### src/rtl/ppfa_ram.sv
// ----------------------------------------------------------------------------
// ppfa_ram
// Generic single write port RAM with one registered read port.
// ----------------------------------------------------------------------------
module ppfa_ram #(
    parameter int unsigned WIDTH = 64,
    parameter int unsigned DEPTH = 16
) (
    input  logic                                   i_clk,
    input  logic                                   i_we,
    input  logic [(DEPTH > 1 ? $clog2(DEPTH) : 1)-1:0] i_waddr,
    input  logic [WIDTH-1:0]                       i_wdata,
    input  logic [(DEPTH > 1 ? $clog2(DEPTH) : 1)-1:0] i_raddr,
    output logic [WIDTH-1:0]                       o_rdata
);

    logic [WIDTH-1:0] r_mem [DEPTH];
    logic [WIDTH-1:0] r_rdata;

    // Write and registered read
    always_ff @(posedge i_clk) begin
        if (i_we) begin
            r_mem[i_waddr] <= i_wdata;
        end
        r_rdata <= r_mem[i_raddr];
    end

    assign o_rdata = r_rdata;

endmodule

### config.mk
export PLATFORM = sky130hd
export DESIGN_NAME = ppfa_ram
export DESIGN_NICKNAME = d
export VERILOG_FILES = /design/src/rtl/ppfa_ram.sv
export SDC_FILE = /design/constraint.sdc
export NUM_CORES = 1
export LEC_CHECK = 0
export BUFFER_PORTS_ARGS = -buffer_cell sky130_fd_sc_hd__buf_2
export CORE_MARGIN = 2
export CORE_UTILIZATION = 30
export CTS_CLUSTER_SIZE = 10
export DETAILED_ROUTE_END_ITERATION = 8
export GPL_TIMING_DRIVEN = 0
export HOLD_SLACK_MARGIN = 0.1
export PLACE_DENSITY_LB_ADDON = 0.12
export REMOVE_ABC_BUFFERS = 1
export SYNTH_ARGS = -nofsm -noshare
export SYNTH_HDL_FRONTEND = slang
export SYNTH_SLANG_ARGS = --single-unit
### constraint.sdc
create_clock -name i_clk -period 22.8 [get_ports i_clk]
set_input_delay 5.7 -clock i_clk [delete_from_list [all_inputs] [get_ports i_clk]]
set_output_delay 5.7 -clock i_clk [all_outputs]
set_load 0.02 [all_outputs]
After elaboration in Yosys (flattened, before gate mapping)
Memories as Yosys holds them, arrays and structs flattened. A register that Yosys moved wholly into a read port is not among the register bits.
Index checks and enable logic that the tools add are counted.
{ "totals": {"out_inout_bits": 64, "romBits": 0, "ff_bits": 0, "mem_bits_rw": 1024, "in_bits": 74, "wordCells": 3, "mem_count": 1, "latchBits": 0} }
{ "mem_list": {"columns": ["memory", "words", "width", "read_ports", "rd_clocked_by_memory_dff", "write_ports", "line_no", "text"], "rows": [
  ["r_mem", 16, 64, 1, 1, 1, "17", "logic [WIDTH-1:0] r_mem [DEPTH];"]
]} }
{ "classes": {"shifts": 0, "n_mul": 0, "add_sub_neg": 0, "order_cmp": 0, "n_mux": 2, "div_mod_pow": 0, "reduce_logical": 0, "bitwise_logic": 0, "n_eq_ne": 0} }
{ "ops": {"columns": ["operator", "count"], "rows": [
  ["$mux 1", 2]
]} }

Logic depth before layout (Yosys ltp)
{ "logic_depth": {"ltp_word": 2, "depth_mapped": 6, "mapped_depth_nobuf": 3} }

Least setup slack after synthesis
No wires, ideal clock.
{ "synth_timing": {"kind": "input to register", "startpoint": "input i_waddr[2] (netlist name)", "endpoint": "memory r_mem[0][0] (enable)", "required_ns": 22.235, "arrival_ns": 10.563, "path_buffers": 0, "stages": 2, "setup_slack_ns": 11.671, "setup_time_ns": 0.565, "cell_sequence": "or3b_2 -> nor3_1"} }
{ "synth_lines": {"columns": ["item", "line_no", "text"], "rows": [
  ["start: declaration", "11", "input logic [(DEPTH > 1 ? $clog2(DEPTH) : 1)-1:0] i_waddr,"],
  ["end: declaration", "17", null]
]} }
Straight into the memory's write port.

==> reports/qor.yml <==
detailed_routing:
  via_count: 18040
  drt-initial-drc-count: 1405
  drt-total-wl_um: 99130
  wl_met3_um: 3936
  wl_met1_um: 44180
  routed_length_on_met2_um: 48830
  average_wire_per_cell_in_the_routed_design_um: 26.06
  first_pass_iters: 5
  remaining_drc_errors: 0
  drtAntennaViolNets: 0
  top_layer: "met5"
  vias_per_cell: 4.745
sta:
  rsz0062_at_grt: "false"
  worstMarginPinSlew_ns: 0.8689
  worst_case_headroom_to_the_max_slew_limit_pct: 41.94
  setup_slack_of_the_critical_path_after_layout_ns: 15.01
  final-setup-viol-count: 0
  hold_viol_final: 0
  clock-skew-final_ns: 0.01622
  tns_ns: 0
  finalCriticalPeriod_ns: 7.790
  slew_violations: 0
  timing.hold.ws_ns: 0.6655
  max_freq_mhz: 128.4
  min_period_over_period_pct: 34.17
finish:
  ff_latch_area_mm2: 0.03203
  n_fill_cell: 12070
  area_delta_synth_final_pct: 21.70
  postLayoutCoreUtil_pct: 36.74
  number_of_nets_in_the_final_layout: 2016
  layout-drive-gt1-share_pct: 33.32
  multiInputGateArea_mm2: 0.007234
worst_setup_path:
  worstPathBufferInverterCount: 3
  critPathLaunch: "i_raddr[0]"
  crit_arrival_ns: 8.34
  r2r-end: "o_rdata[7]"
  cpLargestDelayFamily: "buffers and inverters"
  crit_end: "o_rdata[29]"
  timing.critical_path.slowest_stage_cell: "sky130_fd_sc_hd__mux4_2"
  crit_path_start_kind: "primary input"
  cp_slowest_stage_delay_ns: 0.57
  worstReg2RegStart: "r_mem[11][7]"
  worstRegToRegCells: 3
  crit_cells: 6
  cell_repeated_most_along_the_worst_path: "sky130_fd_sc_hd__buf_16"
  category_of_the_worst_setup_path_capture_point: "flop"
  reg2reg_setup_slack_ns: 21.35
  cp.required_ns: 23.35
  crit_chain: "buf_8, buf_16, buf_16, mux4_2, a22oi_1, nand2_1"
  path_class: "in2reg"
  crit_path_max_fanout: 67
logic_synthesis:
  synth-seq-cells: 1088
  synth_cells: 1647
  synthesis.area_mm2: 0.03958
  synthesis.area_per_instance_um2: 24.03
  post_synthesis_sequential_area_ratio_pct: 80.92
  netlist-cell-type-count: 18
  synth.yosys.warnings: 0
power_and_ir_drop:
  total_leakage_power_nw: 15.39
  irDropWorstVdd_mv: 0.06772
  total_power_mw: 4.437
  power.density_cell_area_mw_per_mm2: 92.11
placed_design:
  dp_worst_setup_slack_ns: 14.12
  port_buf_inserts: 137
  hpwl_um: 61220
  routabilityCongestion: 0.6330
floorplanning:
  core-area_mm2: 0.1311
  fp.dieArea_mm2: 0.1349
  die_height_um: 367.2
  num_io_pins: 138
  floorplan.initialDensity_pct: 30.18
  die-width_um: 367.2
  row_cnt: 133
min_path:
  hold_path_class: "reg2reg"
  hold_path_startpoint: "r_mem[12][21]"
global_routing:
  grt.total_usage_pct: 14.74
  number_of_antenna_violations_at_the_first_check_in_global_routing: 16
  grt_start_max_net_pins: 85
  global_route_wire_length_before_repair_um: 142100
  number_of_global_route_vias_before_repair: 19960
  gr-total-overflow: 0
job:
  maxCapViolCount: 0
cts:
  cts_resized: 0
  h-tree-depth: 4
  postCtsSetupBuffers: 0
  clk_transition_reported_paths_ns: 0.05
  clock_tree.root_cell: "sky130_fd_sc_hd__clkbuf_16"
  clk_path_buf_depth: 3
  post_cts_hold_buffer_count: 0
  clkLatencyLatePin_ns: 0.71
  cts_buffers: 133
  cts_tree: "yes"
  clkSinkCount: 1088
run_status:
  status: "finished clean"
[power breakdown]
group	total (mW)	internal [mW]	switching, mW
Sequential	2.25	2.24	0.0147
Combinational	0.222	0.0889	0.133
Clock	1.96	1.20	0.767
[stage by stage]
| step | std cells | area [um2] |
|---|---|---|
| 2_1_floorplan | 1563 | 39130 |
| 3_3_place_gp | 3455 | 42010 |
| 3_5_place_dp | 3562 | 44070 |
| 4_1_cts | 3802 | 48170 |
| 5_1_grt | 3802 | 48170 |
| 6_report | 3803 | 48170 |
[worst reg2reg max path, cell delays in order (launching register included)]
cell and delay [ns]:
sky130_fd_sc_hd__edfxtp_1 0.35, sky130_fd_sc_hd__mux4_2 0.47, sky130_fd_sc_hd__a22oi_1 0.27, sky130_fd_sc_hd__nand2_1 0.20
[cells in the final DEF, fill, tap and decap left out, drive strengths merged, types with 4 or more instances in the layout]
cell type / count
nor3: 4
edfxtp: 1024
buf: 244
clkbuf: 233
nand2: 65
nor2: 13
mux4: 256
clkinv: 5
dfxtp: 64
a22oi: 128
[cell usage after synthesis (all sizes together)]
cell type	number	area (um2)
nor2b	2	12.51
dfxtp	64	1281
mux4	256	5766
or3b	1	8.760
buf	48	316.5
a22oi	128	960.9
and2	1	6.260
nand3b	2	15.01
edfxtp	1024	30750
nor2	13	48.80
nand2b	2	12.51
nor3	4	20.02
nand2	65	244.0
clkbuf	36	135.1
nand3	1	5.000
[cell families (layout without fill, tap and decap cells)]
logic type / after synthesis / count (layout) / share of synthesized area, %
AO/OA/AOI/OAI: 128 / 128 / 2.428
buffers and inverters: 84 / 484 / 1.141
flip-flops: 1088 / 1088 / 80.92
multiplexers: 256 / 256 / 14.57
other: 0 / 1 / 0
AND/OR/NAND/NOR: 91 / 91 / 0.9420
[layout make-up]
type	count	share of cell area [%]
Multi-Input combinational cell	475	15.02
Clock buffer	233	8.421
Timing Repair Buffer	244	5.426
Antenna cell	1	0.005195
Tap cell	1755	4.558
Sequential cell	1088	66.49
Clock inverter	7	0.07792
[sequential cells by signal (all words and copies together) (netlist names)]
name	count
r_mem	1024
o_rdata	64
[worst min path at each step]
stage	to	slack [ns]	cells after the start
3_5_place_dp	o_rdata[28]	0.66	3
6_report	o_rdata[21]	0.67	3
3_3_place_gp	o_rdata[40]	0.66	3
4_1_cts	o_rdata[21]	0.67	3
2_1_floorplan	o_rdata[0]	0.63	3
5_1_grt	o_rdata[28]	0.69	3
[routing by layer]
layer  vias up  GRT usage [%]
met3       159          3.187
li1       7677              -
met1      9812          19.66
met5         -              0
met2       382          24.22
met4        14          4.264
Power figures use the tool's default switching activity.
