--- config.mk ---
export PLATFORM = sky130hd
export DESIGN_NAME = ppfa_alu
export DESIGN_NICKNAME = d
export VERILOG_FILES = /design/src/rtl/ppfa_pkg.sv /design/src/rtl/ppfa_alu.sv
export SDC_FILE = /design/constraint.sdc
export NUM_CORES = 1
export LEC_CHECK = 0
export BUFFER_PORTS_ARGS = -buffer_cell sky130_fd_sc_hd__buf_2
export CAP_MARGIN = 10
export CORE_ASPECT_RATIO = 1.1
export CORE_MARGIN = 4
export CORE_UTILIZATION = 58
export DETAILED_ROUTE_END_ITERATION = 7
export PLACE_DENSITY = 0.91
export SYNTH_ARGS = -nofsm -noshare
export SYNTH_HDL_FRONTEND = slang
export SYNTH_SLANG_ARGS = --single-unit
--- constraint.sdc ---
create_clock -name vclk -period 10.65
set_input_delay 2.13 -clock vclk [all_inputs]
set_output_delay 2.13 -clock vclk [all_outputs]
set_load 0.005 [all_outputs]
--- src/rtl/ppfa_pkg.sv ---
// ----------------------------------------------------------------------------
// ppfa_pkg
// Shared types, codes and helpers of the physical page frame allocator.
// ----------------------------------------------------------------------------
package ppfa_pkg;

    localparam int unsigned ADDR_W = 64;
    localparam int unsigned PAGE_SHIFT = 12;
    localparam logic [ADDR_W-1:0] LOW_MEM_END = 64'h0000_0000_0010_0000;

    // Item actions
    localparam logic ACT_LOAD  = 1'b0;
    localparam logic ACT_ALLOC = 1'b1;

    // Result status codes
    localparam logic [1:0] ST_OK        = 2'd0;
    localparam logic [1:0] ST_NO_PAGE   = 2'd1;
    localparam logic [1:0] ST_HIST_FULL = 2'd2;
    localparam logic [1:0] ST_MAP_FULL  = 2'd3;

    // Register indexes on the configuration port
    localparam logic [2:0] REG_KERNEL_START = 3'd0;
    localparam logic [2:0] REG_KERNEL_END   = 3'd1;
    localparam logic [2:0] REG_STACK_START  = 3'd2;
    localparam logic [2:0] REG_STACK_END    = 3'd3;
    localparam logic [2:0] REG_BI_BASE      = 3'd4;
    localparam logic [2:0] REG_BI_BYTES     = 3'd5;

    // Result of the shared arithmetic unit
    typedef struct packed {
        logic [ADDR_W:0] sum;  // a + b with carry out
        logic            lt;   // a < b, unsigned
    } t_alu_res;

    // Page round-up with overflow flag
    typedef struct packed {
        logic            ovf;
        logic [ADDR_W-1:0] val;
    } t_rnd;

    function automatic t_rnd round_page(input logic [ADDR_W-1:0] v);
        t_rnd r;
        logic up;
        up = (v[PAGE_SHIFT-1:0] != '0);
        r.ovf = up && (&v[ADDR_W-1:PAGE_SHIFT]);
        r.val = {v[ADDR_W-1:PAGE_SHIFT] + {{(ADDR_W-PAGE_SHIFT-1){1'b0}}, up},
                 {PAGE_SHIFT{1'b0}}};
        return r;
    endfunction

    // Next page address (argument is page aligned)
    function automatic logic [ADDR_W-1:0] next_page(input logic [ADDR_W-1:0] p);
        return {p[ADDR_W-1:PAGE_SHIFT] + {{(ADDR_W-PAGE_SHIFT-1){1'b0}}, 1'b1},
                {PAGE_SHIFT{1'b0}}};
    endfunction

endpackage

--- src/rtl/ppfa_alu.sv ---
// ----------------------------------------------------------------------------
// ppfa_alu
// Shared 64-bit add and unsigned compare unit used by the sequencer.
// ----------------------------------------------------------------------------
module ppfa_alu (
    input  logic [ppfa_pkg::ADDR_W-1:0] i_a,
    input  logic [ppfa_pkg::ADDR_W-1:0] i_b,
    output ppfa_pkg::t_alu_res          o_res
);

    // Add with carry and compare
    always_comb begin
        o_res.sum = {1'b0, i_a} + {1'b0, i_b};
        o_res.lt  = (i_a < i_b);
    end

endmodule

* Word level (Yosys, flattened, before mapping) *
Index checks and enable logic that the tools add are counted.

cells by class
  add/sub/neg operators = 1
  magnitude comparators = 1

operators by type and width
  cell              count
  $add A64 B64 Y65  1
  $lt A64 B64 Y1    1

storage, ports and cells
  register bits = 0
  input port bits = 128

* Logic depth before layout (Yosys ltp) *
Gate-level depths: netlist (run 1).

  depth after elaboration = 1
  depth in mapped cells = 13
  gate-level depth less buffers = 12

* Least setup slack after synthesis (run 1) *
OpenSTA, ideal clock, no wires.

  path type = input to output
  from = input i_b[7] (netlist name)
  to = output o_res[62] (netlist name)
  arrival time = 4.947 ns
  setup slack = 3.573 ns
  cell stages on the path = 13
  buffers on the path = 1
  cells stage by stage = inv_1 > ha_1 > buf_6 > or4_4 > or4_1 > o21ai_2 > o21ai_2 > o2111ai_2 > nand4_1 > o31ai_2 > a41oi_2 > o31ai_2 > xnor2_1

RTL lines
  element             RTL line       source
  start: declaration  ppfa_alu.sv:7  input logic [ppfa_pkg::ADDR_W-1:0] i_b,
  end: declaration    ppfa_alu.sv:8  output ppfa_pkg::t_alu_res o_res

==> run metrics, run 1 <==
peak fanout along the critical path=6; setup violation total in the final timing report=0; Die ar.=roughly 11000 um2; most frequently used cell type in the post-synthesis netlist=inv_1; simple-gate portion of the synthesized area=roughly a fifth; GRT Overall Usage=around 29%; total half-perimeter wirelength after legalization and detailed placement=14500 um; Post-Syn Area per Cell=~6.7 um2; category of the critical setup timing path=input port to primary output; most frequent cells after synthesis=inv_1, ha_1, a21oi_1; via count=6381; count of distinct cell types in the synthesized netlist=63; final setup TNS=0 ps; DR iter-0 viols=~420; relative area change from synthesis to final layout=18.1%; setup repair after global routing missed its margin=no; measured slew at the worst slew-check pin=832 ps; number of filler instances in the final layout=797; standard cell core area=9010 um2; ratio of final minimum period to clock period=roughly 73%; DRT Wirelength=approximately 16000 um; Site Rows=36; Worst Path Arrival=~5600 ps; PostCTS Resize Cnt=0; post-synthesis instance area=about 5400 um2; synthesis warning total=0; GR Util met3=around 2.2%; seq_cells=0; count of buffers added by post-CTS timing repair for setup=0; pre-CTS WS=2970 ps; fin worst setup slack=2880 ps; proportion of netlist area held by the largest area contributor=approximately 29%; largest area contributor in the netlist=ha_1; chip height=110 um; Die Wd=between 100 and 150 um; endpoints failing hold=0; Crit. End Element=primary output; global-route congestion overflow total=0; antenna violation net count after detailed routing=0; via-per-instance ratio=~6; portion of netlist area occupied by mux cells=0%; compound-gate portion of the synthesized area=between 20% and 30%; number of max-slew violations in the final report=0; endpoint of the most critical setup path=o_res[55]; first-pass iteration count of the detailed router=5; mean routed wirelength per cell=15.1 um; Max VDD drop=0.0344 mV; Max Freq=129 MHz; max-slew headroom at the worst pin=between 40 and 50%; number of buffers inserted by hold repair at cts=0; number of global-route vias before repair=about 6000; Cell Pwr Density=60.8 nW/um2; number of buffer cells added on primary ports=approximately 190; count of clock buffers in the final design=0; post-synthesis share of cell area spent on full adders, half adders and majority gates=29.8%; Starting Density=around 60%; sequential fraction of the synthesis area=0%; top-level I/O count=194; maxcap violations=0; GRT Max-Usage Layer=met2; fraction of final layout cells with drive strength greater than 1=around a fifth; main combinational cell family by area after synthesis=adder cells; wire length of the first global-routing pass=around 27000 um; largest cells by area after synthesis=ha_1, inv_1, a21oi_1; Worst Hold Path Cells=4; met1 demand-to-capacity share in global routing=between 30 and 40%; leakage power=between 3 and 4 nW; antenna violations before repair=1; gate count after technology mapping=809; total power consumption of the routed design=slightly below 0.4 mW; data required time at the worst endpoint=~8500 ps; met2 demand-to-capacity share in global routing=between 50% and 60%; first element of the critical path=i_a[9]; area post-placement=6420 um2; Reg area=0 um2; nets@finish=roughly 1200; post-layout instance area=6420 um2; final weighted congestion of routability-driven global placement=roughly 0.96; Post-Synthesis Net Count=1066; Setup crit start kind=input port; fin crit period=slightly below 8000 ps; largest net degree at the start of global routing=11; Tightest Hold Check Type=input port to primary output; count of unresolved DRC violations after routing=0; outcome=complete, no violations; share of the synthesized netlist area taken by xor and xnor gates=9.83%
## layout make-up
| cell class | count | area [um2] | share of cell area, % |
|---|---|---|---|
| well taps | 114 | 143 | 2.22 |
| multi-input cells | 649 | 4820 | 75.0 |
| inverters | 130 | 488 | 7.60 |
| diodes | 1 | 2.50 | 0.0390 |
| repair buffers | 194 | 971 | 15.1 |
## layout by cell type, fill, tap and decap left out, drive strengths merged, types with 7 or more instances in the layout
cell type / synthesis / final
nor2b: 15 / 15
nor3: 17 / 17
nand2b: 9 / 9
buf: 9 / 194
a21oi: 93 / 93
nand4: 19 / 19
o21bai: 24 / 24
nand2: 22 / 22
nor4: 19 / 19
nor2: 81 / 81
a21o: 10 / 10
ha: 128 / 128
a211oi: 7 / 7
o21ai: 37 / 37
xnor2: 53 / 53
o31ai: 19 / 19
inv: 130 / 130
xor2: 8 / 8
nand3: 16 / 16
## worst max-delay path, cell delays in order
cell	delay, ps
buf_2	120
ha_1	370
inv_1	140
a21oi_1	80
o311ai_0	390
a21oi_1	150
o221ai_1	370
a31oi_1	310
o21a_1	260
o31ai_1	680
a41oi_1	230
xnor2_1	250
buf_2	160
## per-stage QoR
step	instances	hold slack [ps]	utilization, %
2_1_floorplan	809	4390	-
3_3_place_gp	1087	4600	71.3
3_5_place_dp	1087	4630	71.3
4_1_cts	1087	4630	71.3
5_1_grt	1088	4640	71.3
6_report	1088	4620	71.3
## routing by layer
| metal | vias up | part of all wire, % | routed length, um |
|---|---|---|---|
| met3 | 52 | 8.5 | 1400 |
| met2 | 334 | 49 | 8030 |
| met5 | - | 0 | 0 |
| met1 | 2826 | 39 | 6450 |
| met4 | 0 | 3.6 | 588 |
| li1 | 3169 | - | - |
## kinds of logic (layout without fill, tap and decap cells)
group	after synthesis	after routing
XOR/XNOR	61	61
AND/OR/NAND/NOR	216	216
other	0	1
AO/OA/AOI/OAI	243	243
buffers and inverters	160	324
adder cells (fa/ha/maj)	129	129
## worst min-delay path by stage
stage                       from        to  slack [ps]
after global routing      i_b[0]  o_res[1]        4640
after CTS                 i_b[0]  o_res[1]        4630
after detailed placement  i_b[0]  o_res[1]        4630
after floorplan           i_b[0]  o_res[1]        4390
final                     i_b[0]  o_res[1]        4620
after global placement    i_b[0]  o_res[1]        4600
## power by group
group	switching [mW]	total, mW	internal [mW]
Clock	0	0.0000000126	0.0000000125
Sequential	0	0	0
Combinational	0.222	0.390	0.168
(Power assumes the default switching activity.)
==> run 2: changes to the inputs <==
--- a/config.mk
+++ b/config.mk
@@ -9,9 +9,9 @@
 export CAP_MARGIN = 10
 export CORE_ASPECT_RATIO = 1.1
 export CORE_MARGIN = 4
-export CORE_UTILIZATION = 58
+export CORE_UTILIZATION = 54
 export DETAILED_ROUTE_END_ITERATION = 7
-export PLACE_DENSITY = 0.91
+export PLACE_DENSITY = 0.86
 export SYNTH_ARGS = -nofsm -noshare
 export SYNTH_HDL_FRONTEND = slang
 export SYNTH_SLANG_ARGS = --single-unit
==> constraint.sdc (replaced) <==
create_clock -name vclk -period 8.1
set_input_delay 1.62 -clock vclk [all_inputs]
set_output_delay 1.62 -clock vclk [all_outputs]
set_load 0.005 [all_outputs]
==> run 2 against run 1 <==
Net effect: first-iteration DRC count fell by 23%; die area grew 6.8%; worst setup slack lost 1500 ps; critical path type unchanged; largest cell class unchanged; largest power group unchanged; highest routed layer unchanged.
==> run metrics, run 2 (synthesis gave the netlist of run 1 again) <==
outcome=complete, no violations; setup repair after global routing missed its margin=no; Die Wd=between 100 and 150 um; Worst Hold Margin=about 3600 ps; endpoints failing hold=0; via-per-instance ratio=about 5.8; net switching power figure=0.289 mW; seq_cells=0; area of combinational cells with multiple inputs=between 4000 and 5000 um2; max-slew headroom at the worst pin=49.9%; Tightest Hold Check Type=input port to primary output; Worst Path Arrival=roughly 5100 ps; count of unresolved DRC violations after routing=0; number of buffer cells added on primary ports=194; global-route congestion overflow total=0; delay of the slowest critical-path stage=between 400 and 500 ps; part of the power in the clock network=0%; Max Freq=~150 MHz; Hold Startpoint=i_b[0]; Starting Density=about 55%; Die ar.=roughly 12000 um2; top cell family by delay on the critical path=compound AO/OA/AOI/OAI gates; maxcap violations=0; number of buffers inserted by hold repair at cts=0; crit path max-delay cell type=a31oi_1; antenna violation net count after detailed routing=0; nets@finish=approximately 1200; data required time at the worst endpoint=~6500 ps; most frequent cells in the layout=buf_2, inv_1, ha_1; cell breakdown of the critical path=buf_2 > ha_1 > fa_1 > nor2b_1 > o221ai_1 > nand3_1 > a21oi_1 > o221ai_1 > a31oi_1 > o21a_1 > o31ai_1 > a211oi_1 > xor2_1 > buf_2; Cell Pwr Density=79.3 nW/um2; Max VDD drop=between 0.04 and 0.05 mV; most common cell after layout, fill and taps aside=buf_2; mean routed wirelength per cell=14.6 um; Setup crit start kind=input port; Comb pwr share=between 90% and 100%; DR iter-0 viols=324; DRT Wirelength=16100 um; first-pass iteration count of the detailed router=5; fin crit period=approximately 6700 ps; Reg power frac=0%; peak fanout along the critical path=4; category of the critical setup timing path=input port to primary output; Reg area=0 um2; fraction of power spent switching nets=a little under three fifths; Worst Hold Path Cells=4; Site Rows=38; leakage power=3.35 nW; capture endpoint of the worst hold path=o_res[1]; Crit. End Element=primary output; number of max-slew violations in the final report=0; count of buffers added by post-CTS timing repair for setup=0; relative area change from synthesis to final layout=18.4%; standard cell core area=between 9000 and 10000 um2; final setup TNS=0 ps; antenna violations before repair=4; wire length of the first global-routing pass=approximately 27000 um; number of filler instances in the final layout=929; setup violation total in the final timing report=0; PostCTS Resize Cnt=0; largest net degree at the start of global routing=11; total half-perimeter wirelength after legalization and detailed placement=between 10000 and 15000 um; fraction of final layout cells with drive strength greater than 1=a little over a fifth; ratio of final minimum period to clock period=between 80% and 90%; number of global-route vias before repair=roughly 6000; measured slew at the worst slew-check pin=between 700 and 800 ps; top-level I/O count=approximately 190; GRT Overall Usage=25.9%; internal cell power=0.221 mW; chip height=about 110 um; count of clock buffers in the final design=0; critical path buffer and inverter count=2; via count=about 6300; final weighted congestion of routability-driven global placement=approximately 0.97
==> run 2: through the flow <==
stage	power [mW]	util [%]	area, um2	worst slack [ps]	std cells
3_5_place_dp	0.502	65.3	6430	1470	1093
6_report	0.510	65.4	6440	1380	1097
5_1_grt	0.566	65.4	6430	1120	1095
2_1_floorplan	0.321	-	5440	2040	809
3_3_place_gp	0.497	65.3	6430	1530	1093
4_1_cts	0.505	65.3	6430	1460	1093
==> run 2: area by class of cell <==
type                            instances  area share [%]
Multi-Input combinational cell        649            74.8
Timing Repair Buffer                  194            15.1
Antenna cell                            4           0.155
Inverter                              130            7.58
Tap cell                              120            2.33
==> run 2: per-layer routing <==
layer	global-route usage [%]	part of all wire, %	up-vias	routed length, um
met3	3.82	7.5	32	1200
met2	48.9	50	273	8040
met4	7.18	2.4	0	382
li1	-	-	3168	-
met5	0	0	-	0
met1	30.6	40	2837	6440
==> run 2: worst max-delay path by stage <==
stage	endpoint	slack, ps	depth (start not counted)	start
2_1_floorplan	o_res[62]	2040	13	i_b[7]
3_3_place_gp	o_res[57]	1530	14	i_a[0]
3_5_place_dp	o_res[58]	1470	13	i_a[7]
4_1_cts	o_res[62]	1460	13	i_a[7]
5_1_grt	o_res[55]	1120	14	i_b[9]
6_report	o_res[63]	1380	14	i_a[0]
==> run 2: power groups by stage <==
stage               sequential, mW     clock, mW  combinational, mW
global route                     0  0.0000000331              0.566
CTS                              0             0              0.505
floorplan                        0             0              0.321
finish                           0  0.0000000662              0.510
detailed placement               0             0              0.502
global placement                 0             0              0.497
==> run 2: worst min-delay path, stage by stage <==
cell	delay, ps
buf_2	90
ha_1	120
inv_1	30
buf_2	110
